<file path="config.mk">
export PLATFORM = sky130hd
export DESIGN_NAME = tccw_queue
export DESIGN_NICKNAME = d
export VERILOG_FILES = /design/src/sv/tccw_pkg.sv /design/src/sv/tccw_queue.sv
export SDC_FILE = /design/constraint.sdc
export NUM_CORES = 1
export LEC_CHECK = 0
export ABC_AREA = 1
export BUFFER_PORTS_ARGS = -buffer_cell sky130_fd_sc_hd__buf_4
export CAP_MARGIN = 10
export CORE_ASPECT_RATIO = 1.5
export CORE_MARGIN = 2
export CORE_UTILIZATION = 45
export CTS_CLUSTER_DIAMETER = 40
export DETAILED_ROUTE_END_ITERATION = 6
export PLACE_DENSITY_LB_ADDON = 0.15
export SLEW_MARGIN = 20
export SYNTH_ARGS = -nofsm -noshare
export SYNTH_HDL_FRONTEND = slang
export SYNTH_SLANG_ARGS = --single-unit
</file>
<file path="constraint.sdc">
create_clock -name clk -period 5.5 [get_ports clk]
set_clock_uncertainty 0.05 [all_clocks]
set_input_delay 0 -clock clk [delete_from_list [all_inputs] [get_ports clk]]
set_output_delay 0 -clock clk [all_outputs]
set_load 0.02 [all_outputs]
</file>
<file path="src/sv/tccw_pkg.sv">
// ----------------------------------------------------------------------------
// tccw_pkg
// Shared types and codes for the text console character writer.
// ----------------------------------------------------------------------------
package tccw_pkg;

	localparam logic [1:0] FUNC_PRINT = 2'd0;
	localparam logic [1:0] FUNC_CLEAR = 2'd1;
	localparam logic [1:0] FUNC_READ  = 2'd2;

	localparam logic [7:0] CHAR_NEWLINE = 8'd10;
	localparam logic [7:0] CHAR_RETURN  = 8'd13;

	localparam logic [2:0] OP_PRINT   = 3'd0;
	localparam logic [2:0] OP_NEWLINE = 3'd1;
	localparam logic [2:0] OP_RETURN  = 3'd2;
	localparam logic [2:0] OP_CLEAR   = 3'd3;
	localparam logic [2:0] OP_READ    = 3'd4;
	localparam logic [2:0] OP_NOP     = 3'd5;

	typedef struct packed {
		logic [2:0]  op;
		logic [7:0]  ch;
		logic [7:0]  attr;
		logic [10:0] idx;
		logic        idx_ok;
	} cmd_t;

endpackage

</file>
<file path="src/sv/tccw_queue.sv">
// ----------------------------------------------------------------------------
// tccw_queue
// Two-entry queue of classified operations between front and back.
// ----------------------------------------------------------------------------
module tccw_queue import tccw_pkg::*; (
	input  logic clk,
	input  logic arst_n,
	input  logic push,
	input  cmd_t push_cmd,
	output logic full,
	input  logic pop,
	output logic head_valid,
	output cmd_t head
);

	cmd_t       slot_q [2];
	logic       wr_ptr_q;
	logic       rd_ptr_q;
	logic [1:0] cnt_q;

	assign full       = cnt_q == 2'd2;
	assign head_valid = cnt_q != 2'd0;
	assign head       = slot_q[rd_ptr_q];

	always_ff @(posedge clk) begin
		if (push) slot_q[wr_ptr_q] <= push_cmd;
	end

	always_ff @(posedge clk or negedge arst_n) begin
		if (!arst_n) begin
			wr_ptr_q <= 1'b0;
			rd_ptr_q <= 1'b0;
			cnt_q    <= 2'd0;
		end else begin
			if (push) wr_ptr_q <= ~wr_ptr_q;
			if (pop)  rd_ptr_q <= ~rd_ptr_q;
			unique case ({push, pop})
				2'b10:   cnt_q <= cnt_q + 2'd1;
				2'b01:   cnt_q <= cnt_q - 2'd1;
				default: cnt_q <= cnt_q;
			endcase
		end
	end

endmodule

</file>
== Yosys cells after proc, flatten, opt, wreduce, memory -nomap -nowiden ==
Memories as Yosys holds them, arrays and structs flattened.
Cells that the tools add are included.

* Add/sub/neg operators: 2
* Equality and inequality tests: 3
* Mux-type cells: 3
* Reductions and logical operators: 2
* Bitwise operators: 2

{| class="wikitable"
|+ Operator list
! operator !! count
|-
| $eq A2 B2 Y1 const B || 2
|-
| $pmux W2 S2 || 1
|-
| $reduce_bool A2 Y1 || 2
|-
| $add A2 B1 Y2 const B || 1
|-
| $eq A2 B1 Y1 const B || 1
|-
| $mux W1 || 2
|-
| $not A1 Y1 || 2
|-
| $sub A2 B1 Y2 const B || 1
|}

* Memories kept: 1
* RAM bits: 62
* Word-level logic and storage cells: 16
* Register bits after elaboration: 4
* Output and inout bits: 33
* Bits of input ports: 35

{| class="wikitable"
|+ Memory list
! name !! words !! width !! read ports !! clocked after memory_dff !! write ports !! line !! RTL
|-
| slot_q || 2 || 31 || 1 || 0 || 1 || tccw_queue.sv:16 || <nowiki>cmd_t slot_q [2];</nowiki>
|}

== Longest topological paths before layout ==
Gate-level depths: netlist (run 1).

* Depth after elaboration: 2
* Gate-level depth with buffers: 7
* Gate-level depth less buffers: 7

== Worst setup path after synthesis (run 1) ==
OpenSTA, ideal clock, no wires.

* Kind: reg2reg
* Start: reg wr_ptr_q
* End: mem slot_q[0][0] in the netlist's numbering, enable pin
* Arrival time: 1724 ps
* Setup time: 420 ps
* Stages on the path, launching flop included: 2
* Period minus slack after synthesis: 2193 ps
* Slack: 3307 ps
* Data required time: 5030 ps
* Buffers on the path: 0
* Path through: dfrtp_1 -> nor2_1

{| class="wikitable"
|+ RTL lines
! item !! line !! RTL
|-
| start: declaration || tccw_queue.sv:17 || <nowiki>logic wr_ptr_q;</nowiki>
|-
| start signal: assignment || tccw_queue.sv:35 || <nowiki>if (push) wr_ptr_q <= ~wr_ptr_q;</nowiki>
|-
| end: declaration || tccw_queue.sv:16 ||
|}

Straight into the memory's write port.

==> results of run 1 <==
Yosys cell counts:
library cell,number
buf_6,6
buf_8,1
dfrtp_1,4
edfxtp_1,62
ha_1,1
inv_1,37
nand2_1,36
nand2_2,1
nand3_1,1
nand4_1,1
nor2_1,2
o21ai_0,2
o21ai_2,29
xnor2_1,1
xor2_1,2
kinds of logic after synthesis:
family | after synthesis
compound gates | 31
xor+xnor | 3
fa+ha+maj | 1
buf+inv | 44
flops | 66
simple gates | 41
state kept, by name (all words and copies together) (netlist names):
name      flops
rd_ptr_q      1
wr_ptr_q      1
cnt_q         2
slot_q       62
report_power, final:
group,total [W],leakage [nW],switching (W),internal [W]
combinational,0.000686,0.862,0.000407,0.000278
clock,0.000319,0.0761,0.000157,0.000162
sequential,0.000738,0.628,0.0000674,0.000671
worst paths after layout:
kind / depth (start not counted) / from / slack, ns / end
worst max-delay path: 3 / rd_ptr_q$_DFFE_PN0P_ / 3.46 / head[30]
worst min-delay path: 2 / push_cmd[9] / 0.35 / slot_q[1][9]$_DFFE_PP_
worst max register to register: 1 / wr_ptr_q$_DFFE_PN0P_ / 3.89 / slot_q[0][15]$_DFFE_PP_
worst min register to register: 2 / cnt_q[1]$_DFFE_PN0P_ / 0.44 / cnt_q[1]$_DFFE_PN0P_
max in group asynchronous: 3 / arst_n / 4.67 / rd_ptr_q$_DFFE_PN0P_
min in group asynchronous: 3 / arst_n / 0.54 / cnt_q[1]$_DFFE_PN0P_
routing by layer:
layer	track usage (%)	vias to the layer above	part of all wire (%)
met5	0	-	0
met2	27.0	48	54
met3	4.03	4	5.5
met1	17.1	760	40
li1	-	835	-
met4	7.54	0	0.84
per-stage QoR:
stage | setup slack, ns | total power (W) | hold WS, ns | cells | util, %
final | 3.46 | 0.00174 | 0.353 | 370 | 64.0
after global routing | 3.23 | 0.00185 | 0.337 | 370 | 64.0
after CTS | 3.40 | 0.00177 | 0.334 | 370 | 64.0
after detailed placement | 3.76 | 0.00143 | -0.250 | 319 | 55.3
after global placement | 3.70 | 0.00141 | -0.248 | 319 | 55.3
after floorplan | 3.31 | 0.00121 | -0.346 | 186 | -
critical path, stage by stage (launching register included):
cell and delay, ns:
dfrtp_2 0.76, buf_4 0.50, o21ai_0 0.20, buf_4 0.19
layout make-up:
| class | count | area [µm²] | area share (%) |
|---|---|---|---|
| clock buffer | 14 | 143 | 3.88 |
| clock inverter | 2 | 8.76 | 0.238 |
| inverter | 37 | 139 | 3.78 |
| multi-input combinational | 76 | 470 | 12.8 |
| sequential | 66 | 1960 | 53.4 |
| tap | 72 | 90.1 | 2.45 |
| timing repair buffer | 103 | 861 | 23.4 |
timing repair:
action                    in CTS  in global routing
gates resized for setup        0                  0
hold endpoints to repair      69                  0
hold buffers                  35                  0
==> flow_summary.ini, run 1 <==
[outcome]
status = finished, final reports clean

[logic_synthesis]
synth-simple-area-share_pct = 6.05
ys_ff_latch = 66
synth-seq-area-share_pct = 74.1
synth_compound_area_share_pct = 9.98
synth_top_area_share_pct = 70.4
synthTopCellsByArea = edfxtp_1 70%, o21ai_2 9.6%, inv_1 5.2%
synth_fa_ha_area_share_pct = 0.473
synthCells = 186
syn_area_per_cell_um2 = 14.2
synthMuxAreaShare_pct = 0
synth.net_count = 222
yosysTopAreaCell = edfxtp_1
synth_top_family_by_area = compound AO/OA/AOI/OAI gates
yosys_warnings = 0
syn-cell-area_mm2 = 0.00265
yosysUniqueCellTypes = 15
synthXorXnorAreaFrac_pct = 0.993

[final_layout]
fillerInstances = 447
mostFrequentLayoutCells = 68 x buf_4, 62 x edfxtp_1, 36 x inv_1, 36 x nand2_1, 35 x dlygate4sd3_1
drive_above_1_share_pct = 37.2
nNetsFinal = 329
final_area_mm2 = 0.00367
layout_commonest_cell = buf_4
num_antenna_cells = 0
area_growth_syn_to_layout_pct = 38.9

[setup_path]
end_kind = primary output
path_max_fanout = 36
cp.arrival_ns = 1.99
crit_required_ns = 5.45
cp-start-kind = flip-flop
path_class = flip-flop to primary output

[route]
avgRoutedWirePerCell_um = 12.2
ant_nets = 0
wl_um = 4520
first_pass_iters = 4
vias_per_cell = 4.45
vias = 1647
drt_iter0_drc = 43
drc = 0

[placed_design]
gp_congestion = 0.675
hpwl_um = 2810
placed_area_mm2 = 0.00317
port_buffers = 67

[floorplan]
dieWidth_um = 66.6
initial_utilization_pct = 46.1
fp.dieArea_mm2 = 0.00652
coreArea_mm2 = 0.00574
die_h_um = 97.9
ios = 68
rows = 34

[sta]
setup_tns_ns = 0
hold_viol = 0
slew_headroom_pct = 38.4
finalCritPeriodShare_pct = 37.1
period_minus_slack_ns = 2.04
tightestPinTransition_ns = 0.921
rsz0062_at_grt = no
drv_slew = 0
fmax_mhz = 490
setup_violations = 0

[power]
leakagePower_nw = 1.57
peakVddDrop_v = 0.000321
power_density_mw_per_mm2 = 474

[grt]
grt_pass1_vias = 1682
grt_max_degree = 37
grt_usage_pct = 15.5
grt_pass1_wl_um = 7370
grt-ovfl-total = 0
antenna_found_initial = 0

[clocking]
clkTransAtPathRegs_ns = 0.06
cts_tree = done
clock_sinks = 66
cts_buffer_depth = 2
cts_buffers = 9
root_buffer = clkbuf_8
cts_setup_buffers = 0
clk_latency_ns = 0.32
cts-htree-levels = 3

[worst_hold_path]
hp-class = input pin to flip-flop

[run]
timing.max_cap.violations = 0
Note: power is estimated with default switching activity, not from simulation.
==> run 2: changes to the inputs <==
--- a/config.mk
+++ b/config.mk
@@ -5,7 +5,7 @@
 export SDC_FILE = /design/constraint.sdc
 export NUM_CORES = 1
 export LEC_CHECK = 0
-export ABC_AREA = 1
+export ABC_AREA = 0
 export BUFFER_PORTS_ARGS = -buffer_cell sky130_fd_sc_hd__buf_4
 export CAP_MARGIN = 10
 export CORE_ASPECT_RATIO = 1.5
==> constraint.sdc (replaced) <==
create_clock -name clk -period 1.8 [get_ports clk]
set_clock_uncertainty 0.05 [all_clocks]
set_input_delay 0 -clock clk [delete_from_list [all_inputs] [get_ports clk]]
set_output_delay 0 -clock clk [all_outputs]
set_load 0.02 [all_outputs]
==> flow_summary.ini, run 2 <==
[route]
drc = 0
first_pass_iters = 4
avgRoutedWirePerCell_um = 15.0
wl_um = 4530
vias = 1412
ant_nets = 0
vias_per_cell = 4.68
drt_iter0_drc = 38

[sta]
finalCritPeriodShare_pct = 89.0
setup_slack_ns = 0.198
tightestPinTransition_ns = 0.273
rsz0062_at_grt = no
setup_violations = 0
period_minus_slack_ns = 1.60
holdWs_ns = 0.358
hold_viol = 0
slew_headroom_pct = 81.8
fmax_mhz = 624
drv_slew = 0
setup_tns_ns = 0

[logic_synthesis]
ys_async_sr_fraction_pct = 6.06
ys.flop_type = edfxtp_1
yosys.cell_count.top_type = edfxtp_1
syn-cell-area_mm2 = 0.00258
synth.net_count = 149
yosys-top-cells-count = 62 x edfxtp_1, 29 x mux2_4, 4 x dfrtp_1
synth_top_area_share_pct = 72.2
ys_ff_latch = 66
yosys_warnings = 0
syn_area_per_cell_um2 = 22.8
synth_edf_count = 62
synthTopCellsByArea = edfxtp_1 72%, mux2_4 17%, dfrtp_1 3.9%
synthCells = 113
yosysTopAreaCell = edfxtp_1
yosysUniqueCellTypes = 14
synth-seq-area-share_pct = 76.1

[placed_design]
port_buffers = 67
gp_congestion = 0.637
hpwl_um = 2940
dp_slack_ns = 0.534
placed_area_mm2 = 0.00316

[clocking]
cts_buffers = 9
cts_buffer_depth = 2
cts-htree-levels = 3
clk_latency_ns = 0.31
clock_sinks = 66
cts_tree = done
root_buffer = clkbuf_8
clkTransAtPathRegs_ns = 0.06
postCtsResizedCells = 0

[setup_path]
cp.arrival_ns = 1.55
crit_required_ns = 1.75
end_kind = primary output
r2r-start = wr_ptr_q$_DFFE_PN0P_
r2r_end = slot_q[1][17]$_DFFE_PP_
cp-start-kind = flip-flop
r2r_slack_ns = 0.52
path_max_fanout = 20
path_class = flip-flop to primary output
r2r_cells = 2

[final_layout]
regMostFlops = slot_q
mostFrequentLayoutCells = 72 x buf_4, 62 x edfxtp_1, 35 x dlygate4sd3_1, 29 x mux2_4, 9 x clkbuf_8
largest_register_ffs = 62
layout_commonest_cell = buf_4
num_antenna_cells = 0
nNetsFinal = 264
top_regs = slot_q x62, cnt_q x2
final_area_mm2 = 0.00371
drive_above_1_share_pct = 51.3
area_growth_syn_to_layout_pct = 44.1

[floorplan]
rows = 33
fp.dieArea_mm2 = 0.00636
dieWidth_um = 65.8
ios = 68
die_h_um = 96.7
initial_utilization_pct = 46.9
coreArea_mm2 = 0.00549

[grt]
grt_pass1_wl_um = 7110
grt_max_degree = 21
antenna_found_initial = 0
grt_pass1_vias = 1564
grt_usage_pct = 15.3
grt-ovfl-total = 0

[power]
peakVddDrop_v = 0.00115
p_total_w = 0.00555
power_density_mw_per_mm2 = 1490
leakagePower_nw = 1.52

[run]
timing.max_cap.violations = 0

[worst_hold_path]
whs_path_depth = 2
min_to = slot_q[1][30]$_DFFE_PP_
hp-start = push_cmd[30]
hp-class = input pin to flip-flop

[outcome]
status = finished, final reports clean
run 2: cell count changes after synthesis, sizes merged:
cell	previous run	this run
xor2	2	3
xnor2	1	2
or2	0	1
nand2	37	0
o21ai	31	0
nand3	1	0
nor2b	0	1
nand4	1	0
inv	37	1
and2	0	1
buf	7	4
mux2	0	31
run 2: repair_timing:
| action | in CTS | in global routing |
|---|---|---|
| setup buffers | 0 | 0 |
| hold buffers | 35 | 0 |
| endpoints found under the hold margin | 69 | 0 |
run 2: cells by family (layout without fill, tap and decap cells):
| group | count (synthesis) | count (layout) | synth area share [%] |
|---|---|---|---|
| and+or+nand+nor | 5 | 5 | 1.02 |
| muxes | 31 | 31 | 17.8 |
| adders and majority gates | 1 | 1 | 0.485 |
| xor gates and xnor gates | 5 | 5 | 1.70 |
| buffers and inverters | 5 | 124 | 2.91 |
| DFF | 66 | 66 | 76.1 |
run 2: per-layer routing:
metal / global-route usage (%) / share of wire, %
met5: 0 / 0
met2: 27.4 / 57
met1: 15.5 / 36
met4: 9.78 / 2.2
met3: 3.14 / 4.4
run 2: metrics by stage:
step	std cells	util [%]
after detailed placement	252	57.6
final	302	67.6
after global routing	302	67.6
after floorplan	113	-
after global placement	252	57.6
after CTS	302	67.6
run 2: cell type report:
class | instances | area (µm²)
flip-flops and latches | 66 | 1960
fillers | 404 | 1780
repair buffers | 108 | 911
multi-input cells | 42 | 548
clock buffers | 12 | 135
well taps | 70 | 87.6
clock inverters | 3 | 65.1
inverters | 1 | 3.75
run 2: how the worst max path moves through the flow:
| stage | startpoint | endpoint | slack [ns] | depth (start not counted) |
|---|---|---|---|---|
| floorplan | wr_ptr_q$_DFFE_PN0P_ | slot_q[0][0]$_DFFE_PP_ | 0.12 | 1 |
| finish | rd_ptr_q$_DFFE_PN0P_ | head[26] | 0.20 | 3 |
| CTS | rd_ptr_q$_DFFE_PN0P_ | head[26] | 0.18 | 3 |
| detailed placement | wr_ptr_q$_DFFE_PN0P_ | slot_q[1][3]$_DFFE_PP_ | 0.53 | 2 |
| global placement | rd_ptr_q$_DFFE_PN0P_ | head[26] | 0.56 | 3 |
| global route | rd_ptr_q$_DFFE_PN0P_ | head[26] | 0.14 | 3 |
run 2: power breakdown:
part	switching [W]	internal, W	leakage [nW]	total (W)
clock	0.000474	0.000772	0.100	0.00125
sequential	0.000151	0.00205	0.628	0.00220
combinational	0.000998	0.00110	0.791	0.00210
total	0.00162	0.00392	1.52	0.00555
run 2: worst max-delay path, stage by stage (launching register included):
cell,delay (ns)
dfrtp_2,0.49
buf_12,0.23
mux2_2,0.35
buf_4,0.16
