<file path="src/sv/tccw_pkg.sv">
// ----------------------------------------------------------------------------
// tccw_pkg
// Shared types and codes for the text console character writer.
// ----------------------------------------------------------------------------
package tccw_pkg;

	localparam logic [1:0] FUNC_PRINT = 2'd0;
	localparam logic [1:0] FUNC_CLEAR = 2'd1;
	localparam logic [1:0] FUNC_READ  = 2'd2;

	localparam logic [7:0] CHAR_NEWLINE = 8'd10;
	localparam logic [7:0] CHAR_RETURN  = 8'd13;

	localparam logic [2:0] OP_PRINT   = 3'd0;
	localparam logic [2:0] OP_NEWLINE = 3'd1;
	localparam logic [2:0] OP_RETURN  = 3'd2;
	localparam logic [2:0] OP_CLEAR   = 3'd3;
	localparam logic [2:0] OP_READ    = 3'd4;
	localparam logic [2:0] OP_NOP     = 3'd5;

	typedef struct packed {
		logic [2:0]  op;
		logic [7:0]  ch;
		logic [7:0]  attr;
		logic [10:0] idx;
		logic        idx_ok;
	} cmd_t;

endpackage

</file>
<file path="src/sv/tccw_front.sv">
// ----------------------------------------------------------------------------
// tccw_front
// Accepts command words and classifies them into operations for the queue.
// ----------------------------------------------------------------------------
module tccw_front import tccw_pkg::*; #(
	parameter int CELLS = 2000
) (
	input  logic        cmd_valid,
	output logic        cmd_stall,
	input  logic [1:0]  func,
	input  logic [7:0]  char_code,
	input  logic [7:0]  attr,
	input  logic [10:0] cell_index,
	input  logic        q_full,
	input  logic        back_busy,
	output logic        push,
	output cmd_t        push_cmd
);

	assign cmd_stall = q_full | back_busy;
	assign push      = cmd_valid & ~cmd_stall;

	always_comb begin
		push_cmd.ch     = char_code;
		push_cmd.attr   = attr;
		push_cmd.idx    = cell_index;
		push_cmd.idx_ok = 32'(cell_index) < 32'(CELLS);
		unique case (func)
			FUNC_PRINT: begin
				priority if (char_code == CHAR_NEWLINE) push_cmd.op = OP_NEWLINE;
				else if (char_code == CHAR_RETURN)      push_cmd.op = OP_RETURN;
				else                                    push_cmd.op = OP_PRINT;
			end
			FUNC_CLEAR: push_cmd.op = OP_CLEAR;
			FUNC_READ:  push_cmd.op = OP_READ;
			default:    push_cmd.op = OP_NOP;
		endcase
	end

endmodule

</file>
<file path="config.mk">
export PLATFORM = sky130hd
export DESIGN_NAME = tccw_front
export DESIGN_NICKNAME = d
export VERILOG_FILES = /design/src/sv/tccw_pkg.sv /design/src/sv/tccw_front.sv
export SDC_FILE = /design/constraint.sdc
export NUM_CORES = 1
export LEC_CHECK = 0
export ABC_AREA = 1
export CAP_MARGIN = 10
export CORE_AREA = 2 2 39 41
export DETAILED_ROUTE_END_ITERATION = 6
export DIE_AREA = 0 0 41 43
export DONT_BUFFER_PORTS = 1
export SLEW_MARGIN = 10
export SYNTH_ARGS = -nofsm -noshare
export SYNTH_HDL_FRONTEND = slang
export SYNTH_SLANG_ARGS = --single-unit
export TNS_END_PERCENT = 50
</file>
<file path="constraint.sdc">
create_clock -name vclk -period 0.8
set_clock_uncertainty 0.1 [all_clocks]
set_input_delay 0.24 -clock vclk [all_inputs]
set_output_delay 0.24 -clock vclk [all_outputs]
set_load 0.05 [all_outputs]
</file>
After elaboration in Yosys (flattened, before gate mapping)
Cells that the tools add are included.

word-level totals
  register bits after elaboration = 0
  output and inout bits = 33
  input bits = 32
  logic and storage cells = 12

cells by class
  $lt $le $gt $ge = 1
  reductions and logical operators = 1
  muxes and demuxes = 3
  bitwise operators = 3
  equality and inequality tests = 4

operator list
  kind                                                  number
  equality test 8 x 4 -> 1 bit (second input constant)  2
  < comparator 11 bit (second input constant)           1
  case mux 3 bit (3 select lines)                       1
  2-to-1 mux 2 bit                                      2
  equality test 2 x 1 -> 1 bit (second input constant)  1
  equality test 2 bit (second input constant)           1
  logical NOT 2 bit                                     1
  AND 1 bit                                             1
  inverter 1 bit                                        1
  OR 1 bit                                              1

Logic depth before layout (Yosys ltp)
Gate-level depths: netlist (run 1).

  depth in word-level cells = 4
  gate-level depth with buffers = 5
  gate-level depth less buffers = 5

Least setup slack after synthesis (run 1)
Ideal clock, no wire load.

  path type = in2out
  start point = in back_busy
  end point = out push
  path buffers = 0
  stages on the path = 2
  slack = -0.537 ns
  data arrival time = 0.997 ns
  data required time = 0.460 ns
  path through = or2_4 -> nor2_2

on the way
  cells in the longest elaborated chain, start to end = 3

RTL lines
  element             line              RTL
  start: declaration  tccw_front.sv:15  input logic back_busy,
  OR 1 bit            tccw_front.sv:20  assign cmd_stall = q_full | back_busy;
  inverter 1 bit      tccw_front.sv:21  assign push = cmd_valid & ~cmd_stall;
  AND 1 bit           tccw_front.sv:21
  end: declaration    tccw_front.sv:16  output logic push,

No other way between the ends.

Final worst setup path (run 1)
Same ends and word-level chain as after synthesis.

==> reports/metrics.cfg, run 1 <==
[outcome]
status = complete, but fails checks
violations = negative setup slack

[critical_path]
required_ps = 460
critPathSlowestCell = or2_4
cp.arrival_ps = 730
cp-start-kind = input port
worstPathMaxFanout = 2
endpoint_kind = output port
crit_buf_inv = 1
path_class = input port to output port
critical_path.top_delay_family = simple AND/OR/NAND/NOR gates
path_cells = or2_4 -> nor2_4 -> buf_12
cpPeakStageDelay_ps = 250

[place]
dpl-instance-area_um2 = 246
dp_hpwl_um = 514
port_buffers = 0
gp_congestion = 0.624
post-place-ws_ps = -292

[grt]
grt_pass1_vias = 236
grt_remaining_overflow = 0
grt_pass1_wl_um = 897
antenna_found_initial = 0
grt_max_degree = 4
track_usage_pct = 6.79

[run]
maxCapViolCount = 0

[sta]
setup_ws_ps = -270
setup_viol = 5
tightest_slew_ps = 160
rsz0062_at_grt = yes
final_hold_viol_count = 0
drv_slew = 0
fin_crit_ps = 1070
relSlewSlack_pct = 89.3
hold_slack_ps = 380
fmax_ghz = 0.934
min_period_over_period_pct = 134
fin_tns_setup_ps = -1080

[drt]
drc = 0
antenna_left = 0
wl_per_cell_um = 11.5
wirelength_um = 575
drtIter0Drc = 3
via_per_inst = 4.56
first_pass_iters = 4
vias = 228

[cells_and_area]
seq_cells = 0
regArea_um2 = 0
drive_gt1_share_pct = 58.8
clock_buffers = 0
num_antenna_cells = 0
fin_nets = 68
stdcell_area_um2 = 277
final_util_pct = 20.0
area_growth_pct = -16.9
fillCellCount = 165

[logic_synthesis]
post-synth-top-count-cell = buf_4
syn_nets = 90
yosys.cell_types.count = 9
synthTopCellsByArea = buf_4 (61%), nand2_1 (12%), inv_1 (9.0%)
synth_top_area_share_pct = 60.9
synth_cells = 58
avgSynthCellArea_um2 = 5.74
syn_area_um2 = 333
ys_warn_count = 0
seq_area_frac_synth_pct = 0
synth_common_cells = buf_4 (27), nand2_1 (11), inv_1 (8)
synth_top_cell_by_area = buf_4

[pwr]
p_leak_nw = 0.123
p_per_area_nw_per_um2 = 462
peakVddDrop_mv = 0.171

[worst_hold_path]
hold_class = input port to output port

[floorplan]
rows = 14
initial_utilization_pct = 24.1
die_area_um2 = 1760
die-height_um = 43
die_w_um = 41
io_pins = 65
core_area_um2 = 1380

[clock_tree]
hold_buffers = 0

## cells by family (layout without fill, tap and decap cells)
logic type / count (synthesis) / after routing / synth area share [%]
buffers and inverters: 36 / 12 / 71.1
and+or+nand+nor: 22 / 22 / 28.9
## path summary, 6_finish.rpt
kind / to / startpoint / slack (ps) / depth (start not counted)
max: push / back_busy / -270 / 3
min: push_cmd[8] / cell_index[7] / 380 / 0
## power by group
group	leakage [nW]	internal, W	total, W	switching, W
Sequential	0	0	0	0
Combinational	0.123	0.0000548	0.000128	0.0000731
Clock	0	0	0	0
Total	0.123	0.0000548	0.000128	0.0000731
## layout by cell type (no fill, tap or decap), drive strengths merged
cell and count:
buf 4, nor2 8, inv 8, nand4 1
nand2 11, or2 1, nand3 1
## cell type report
cell class                      count  area (um^2)  share of cell area [%]
Multi-Input combinational cell     22          151                    54.8
Timing Repair Buffer                4         62.6                    22.6
Inverter                            8         42.5                    15.4
Tap cell                           16         20.0                    7.24
## timing repair
item / in CTS / in global routing
setup buffers: 0 / 0
pin swaps: 6 / 1
resized for setup: 10 / 0
endpoints found under the setup margin: 5 / 5
## routing by layer
| metal | part of all wire (%) | GRT usage [%] | up-vias |
|---|---|---|---|
| met5 | 0 | 0 | - |
| met4 | 3.5 | 4.67 | 0 |
| met3 | 26 | 3.14 | 8 |
| met2 | 42 | 10.3 | 39 |
| met1 | 28 | 6.96 | 88 |
| li1 | - | - | 93 |
## metrics by stage
step / total power, W / std cells
floorplan: 0.000460 / 58
global placement: 0.000115 / 50
detailed placement: 0.000116 / 50
CTS: 0.000128 / 50
global route: 0.000138 / 50
finish: 0.000128 / 50
No activity file was read; power rests on OpenSTA's default activity.
==> run 2: changes to the inputs <==
PLACE_DENSITY = 0.48   (was unset)
SLEW_MARGIN = 20   (was 10)
==> run 2 against run 1 <==
  * Global-route usage decreased by 1.9 points
  * Routed wire length decreased by 16%
  * First-iteration DRC count decreased by 100%
  * Sequential share of layout area unchanged
  * Critical path depth unchanged
  * The flow still finishes with violations (negative setup slack)
  * Flip-flop and latch count unchanged
  * Utilization decreased by 0.36 points
==> reports/metrics.cfg, run 2 (synthesis gave the netlist of run 1 again) <==
[run]
maxCapViolCount = 0  ; unchanged

[cells_and_area]
multi_input_area_um2 = 149  ; -1.7%
clock_buffers = 0  ; unchanged
seq_cells = 0  ; unchanged
final_cell_mix = nand2_1 (7), nor2_4 (4), inv_1 (4)
drive_gt1_share_pct = 55.9  ; -2.9 points
num_antenna_cells = 0  ; unchanged
area_growth_pct = -18.4
mostFrequentLayoutCell = nand2_1
fin_nets = 68  ; unchanged
regArea_um2 = 0  ; unchanged
fillCellCount = 157  ; -4.8%

[pwr]
p_leak_nw = 0.123  ; -0.45%
pwr-share-comb_pct = 100.0  ; about the same
p_per_area_nw_per_um2 = 460  ; -0.63%
p_int_w = 0.0000535  ; -2.4%
power.switching_w = 0.0000713  ; -2.5%
peakVddDrop_mv = 0.175  ; +2.4%
swShare_pct = 57.1  ; about the same
pwr-share-clk_pct = 0  ; unchanged
power_frac_seq_pct = 0  ; unchanged

[drt]
wirelength_um = 482  ; -16%
drtIter0Drc = 0  ; -3
via_per_inst = 4.14  ; -9.2%
first_pass_iters = 1  ; -3
drc = 0  ; unchanged
antenna_left = 0  ; unchanged
wl_per_cell_um = 9.64  ; -16%
vias = 207  ; -9.2%

[critical_path]
cp-start-kind = input port
cp.arrival_ps = 730  ; about the same
required_ps = 460  ; about the same
crit_buf_inv = 1  ; unchanged
critical_path.top_delay_family = simple AND/OR/NAND/NOR gates
path_cells = or2_4 -> nor2_4 -> buf_12
path_class = input port to output port
cpPeakStageDelay_ps = 250  ; about the same
worstPathMaxFanout = 2  ; unchanged
critPathSlowestCell = or2_4
endpoint_kind = output port

[grt]
antenna_found_initial = 0  ; unchanged
grt_remaining_overflow = 0  ; unchanged
grt_max_degree = 4  ; unchanged
track_usage_pct = 4.90  ; -1.9 points
grt_pass1_vias = 179  ; -24%
grt_pass1_wl_um = 648  ; -28%

[place]
post-place-ws_ps = -310  ; -17.6 ps
port_buffers = 0  ; unchanged
gp_congestion = 0.635  ; +1.6%

[floorplan]
io_pins = 65  ; unchanged
rows = 14  ; unchanged
die-height_um = 43  ; unchanged
core_area_um2 = 1380  ; unchanged
die_area_um2 = 1760  ; unchanged
die_w_um = 41  ; unchanged
initial_utilization_pct = 24.1  ; unchanged

[outcome]
violations = negative setup slack
status = complete, but fails checks

[sta]
relSlewSlack_pct = 89.4  ; about the same
tightest_slew_ps = 159  ; -0.690 ps
min_period_over_period_pct = 134  ; -0.17 points
fin_crit_ps = 1070  ; -1.38 ps
setup_viol = 5  ; unchanged
setup_ws_ps = -269  ; +1.38 ps
fmax_ghz = 0.936  ; +0.13%
final_hold_viol_count = 0  ; unchanged
fin_tns_setup_ps = -1080  ; -0.0400 ps
rsz0062_at_grt = yes
drv_slew = 0  ; unchanged

[clock_tree]
hold_buffers = 0  ; unchanged
post_cts_buffers = 0  ; unchanged

[worst_hold_path]
hold_class = input port to output port

-- run 2: worst paths after layout --
path / startpoint / endpoint / slack (ps) / depth (start not counted)
worst max-delay path: back_busy / push / -270 / 3
worst min-delay path: cell_index[0] / push_cmd[1] / 380 / 0
-- run 2: power by group through the flow --
stage / registers (W) / clock network (W) / logic [W]
floorplan: 0 / 0 / 0.000460
global placement: 0 / 0 / 0.000115
detailed placement: 0 / 0 / 0.000116
CTS: 0 / 0 / 0.000126
global route: 0 / 0 / 0.000134
finish: 0 / 0 / 0.000125
-- run 2: what timing repair did --
action	4_1_cts	5_1_grt
pin swaps	2	0
gates cloned	0	0
hold endpoints to repair	0	0
endpoints found under the setup margin	5	5
resized for setup	8	0
-- run 2: per-stage QoR --
step	cells	cell area (um^2)	hold WS [ps]	util, %	power (W)
6_report	50	272	380	19.6	0.000125
3_3_place_gp	50	246	380	17.8	0.000115
2_1_floorplan	58	378	536	-	0.000460
4_1_cts	50	272	380	19.6	0.000126
3_5_place_dp	50	246	380	17.8	0.000116
5_1_grt	50	272	380	19.6	0.000134
-- run 2: layout make-up --
class / count / area share (%)
inverter: 8 / 14.7
multi-input combinational: 22 / 54.8
tap: 16 / 7.37
timing repair buffer: 4 / 23.0
-- run 2: metal layers --
metal / part of all wire, % / track usage, %
met2: 43 / 7.81
met3: 28 / 2.62
met4: 0 / 1.33
met1: 29 / 5.38
met5: 0 / 0
==> run 3: changes to the inputs <==
REMOVE_ABC_BUFFERS = 1   (was unset)
==> run 3 against run 2 <==
  * The flow still finishes with violations (negative setup slack)
  * Global-route usage is 1.4 points higher
  * Maximum frequency is 0.12% lower
  * Utilization is 2.5 points higher
  * First-iteration DRC count is 1 higher
  * Flip-flop and latch count stayed put
  * Non-clock buffer count is 1 higher
  * Combinational power is 15% higher
  * Critical path depth stayed put
  * Total power is 15% higher
  * Final cell count is 2.0% higher
  * Critical path type unchanged
  * Highest routed layer unchanged
==> reports/metrics.cfg, run 3 (synthesis gave the netlist of run 1 again) <==
[cells_and_area]
fillCellCount = 156  ; -0.64%
seq_cells = 0  ; unchanged
clock_buffers = 0  ; unchanged
mostFrequentLayoutCell = nand2_1
area_growth_pct = -7.89
num_antenna_cells = 0  ; unchanged
drive_gt1_share_pct = 60.0  ; +4.1 points
final_cells = 51  ; +2.0%
fin_nets = 69  ; +1.5%
final_cell_mix = nand2_1 (7), nor2_1 (4), nor2_4 (3), buf_12 (3)
regArea_um2 = 0  ; unchanged

[pwr]
p_int_w = 0.0000665  ; +24%
finalPower_w = 0.000144  ; +15%
p_leak_nw = 0.135  ; +10%
swShare_pct = 53.8  ; -3.3 points
p_per_area_nw_per_um2 = 470  ; +2.2%
power.switching_w = 0.0000775  ; +8.7%
pwr-share-clk_pct = 0  ; unchanged
peakVddDrop_mv = 0.0947  ; -46%
power_frac_seq_pct = 0  ; unchanged
pwr-share-comb_pct = 100.0  ; about the same

[drt]
wl_met3_um = 243  ; +77%
drc = 0  ; unchanged
vias = 222  ; +7.2%
wl_met1_um = 138  ; unchanged
wl_per_cell_um = 13.2  ; +37%
first_pass_iters = 2  ; +1
via_per_inst = 4.35  ; +5.1%
wirelength_um = 675  ; +40%
highest_layer = met3
antenna_left = 0  ; unchanged
drtIter0Drc = 1  ; +1
route.met2.wl_um = 293  ; +42%

[outcome]
violations = negative setup slack
status = complete, but fails checks

[clock_tree]
post_cts_buffers = 0  ; unchanged
hold_buffers = 0  ; unchanged

[place]
post-place-ws_ps = -341  ; -30.7 ps
gp_congestion = 0.578  ; -8.9%
port_buffers = 0  ; unchanged
dp_cells = 51  ; +2.0%
dp_hpwl_um = 551

[floorplan]
core_area_um2 = 1380  ; unchanged
die_w_um = 41  ; unchanged
io_pins = 65  ; unchanged
die_area_um2 = 1760  ; unchanged
initial_utilization_pct = 24.1  ; unchanged
rows = 14  ; unchanged
die-height_um = 43  ; unchanged

[sta]
fmax_ghz = 0.935  ; -0.12%
final_hold_viol_count = 0  ; unchanged
fin_crit_ps = 1070  ; +1.27 ps
rsz0062_at_grt = yes
min_period_over_period_pct = 134  ; +0.16 points
drv_slew = 0  ; unchanged
setup_viol = 5  ; unchanged
fin_tns_setup_ps = -1140  ; -54.5 ps
setup_ws_ps = -270  ; -1.27 ps
relSlewSlack_pct = 90.8  ; +1.4 points
tightest_slew_ps = 138  ; -21.2 ps

[critical_path]
path_class = input port to output port
endpoint_kind = output port
cp.arrival_ps = 730  ; about the same
path_cells = or2_4 -> nor2_4 -> buf_12
worstPathMaxFanout = 2  ; unchanged
cpPeakStageDelay_ps = 250  ; about the same
cp-start-kind = input port
critPathSlowestCell = or2_4
required_ps = 460  ; about the same

[worst_hold_path]
hold_path_depth = 0  ; unchanged
hold_class = input port to output port

[grt]
antenna_found_initial = 0  ; unchanged
grt_max_degree = 4  ; unchanged
grt_pass1_vias = 172  ; -3.9%
grt_remaining_overflow = 0  ; unchanged
grt_pass1_wl_um = 717  ; +11%
track_usage_pct = 6.29  ; +1.4 points

[run]
maxCapViolCount = 0  ; unchanged

-- run 3: changes by cell type in the layout (fill, tap and decap cells not counted), sizes merged --
cell / change
buf: +1
inv: -2
clkinv: +2
-- run 3: layout make-up --
cell class                 instances  area [um^2]  area share, %
timing repair buffer               5         82.6           26.9
multi-input combinational         22          141           46.1
inverter                           8         62.6           20.4
tap                               16         20.0           6.53
-- run 3: stage by stage --
stage                     area (um^2)  util (%)  hold slack [ps]
after global routing              307      22.2              380
after global placement            221      16.0              380
after floorplan                   126         -              380
final                             307      22.2              380
after CTS                         270      19.5              380
after detailed placement          221      16.0              380
-- run 3: metal layers --
layer	global-route usage, %	up-vias
met5	16.7	-
met4	0	0
met3	11.0	0
met2	9.38	33
met1	2.53	94
li1	-	95
-- run 3: power groups by stage --
| stage | Sequential (W) | Clock [W] | Combinational [W] |
|---|---|---|---|
| final | 0 | 0 | 0.000144 |
| after global routing | 0 | 0 | 0.000153 |
| after CTS | 0 | 0 | 0.000133 |
| after detailed placement | 0 | 0 | 0.000114 |
| after global placement | 0 | 0 | 0.000113 |
| after floorplan | 0 | 0 | 0.0000716 |
-- run 3: worst paths after layout --
path / slack, ps / endpoint / from
worst max-delay path: -270 / push / back_busy
worst min-delay path: 380 / push_cmd[21] / char_code[1]
-- run 3: worst max-delay path, delay by kind of cell --
kind	cells	cell delay, ps
buffers and inverters	1	140
AND/OR/NAND/NOR	2	350
-- run 3: what timing repair did --
item,4_1_cts,5_1_grt
hold endpoints to repair,0,0
pin swaps,4,6
gates cloned,0,0
setup endpoints to repair,5,5
resized for setup,18,13
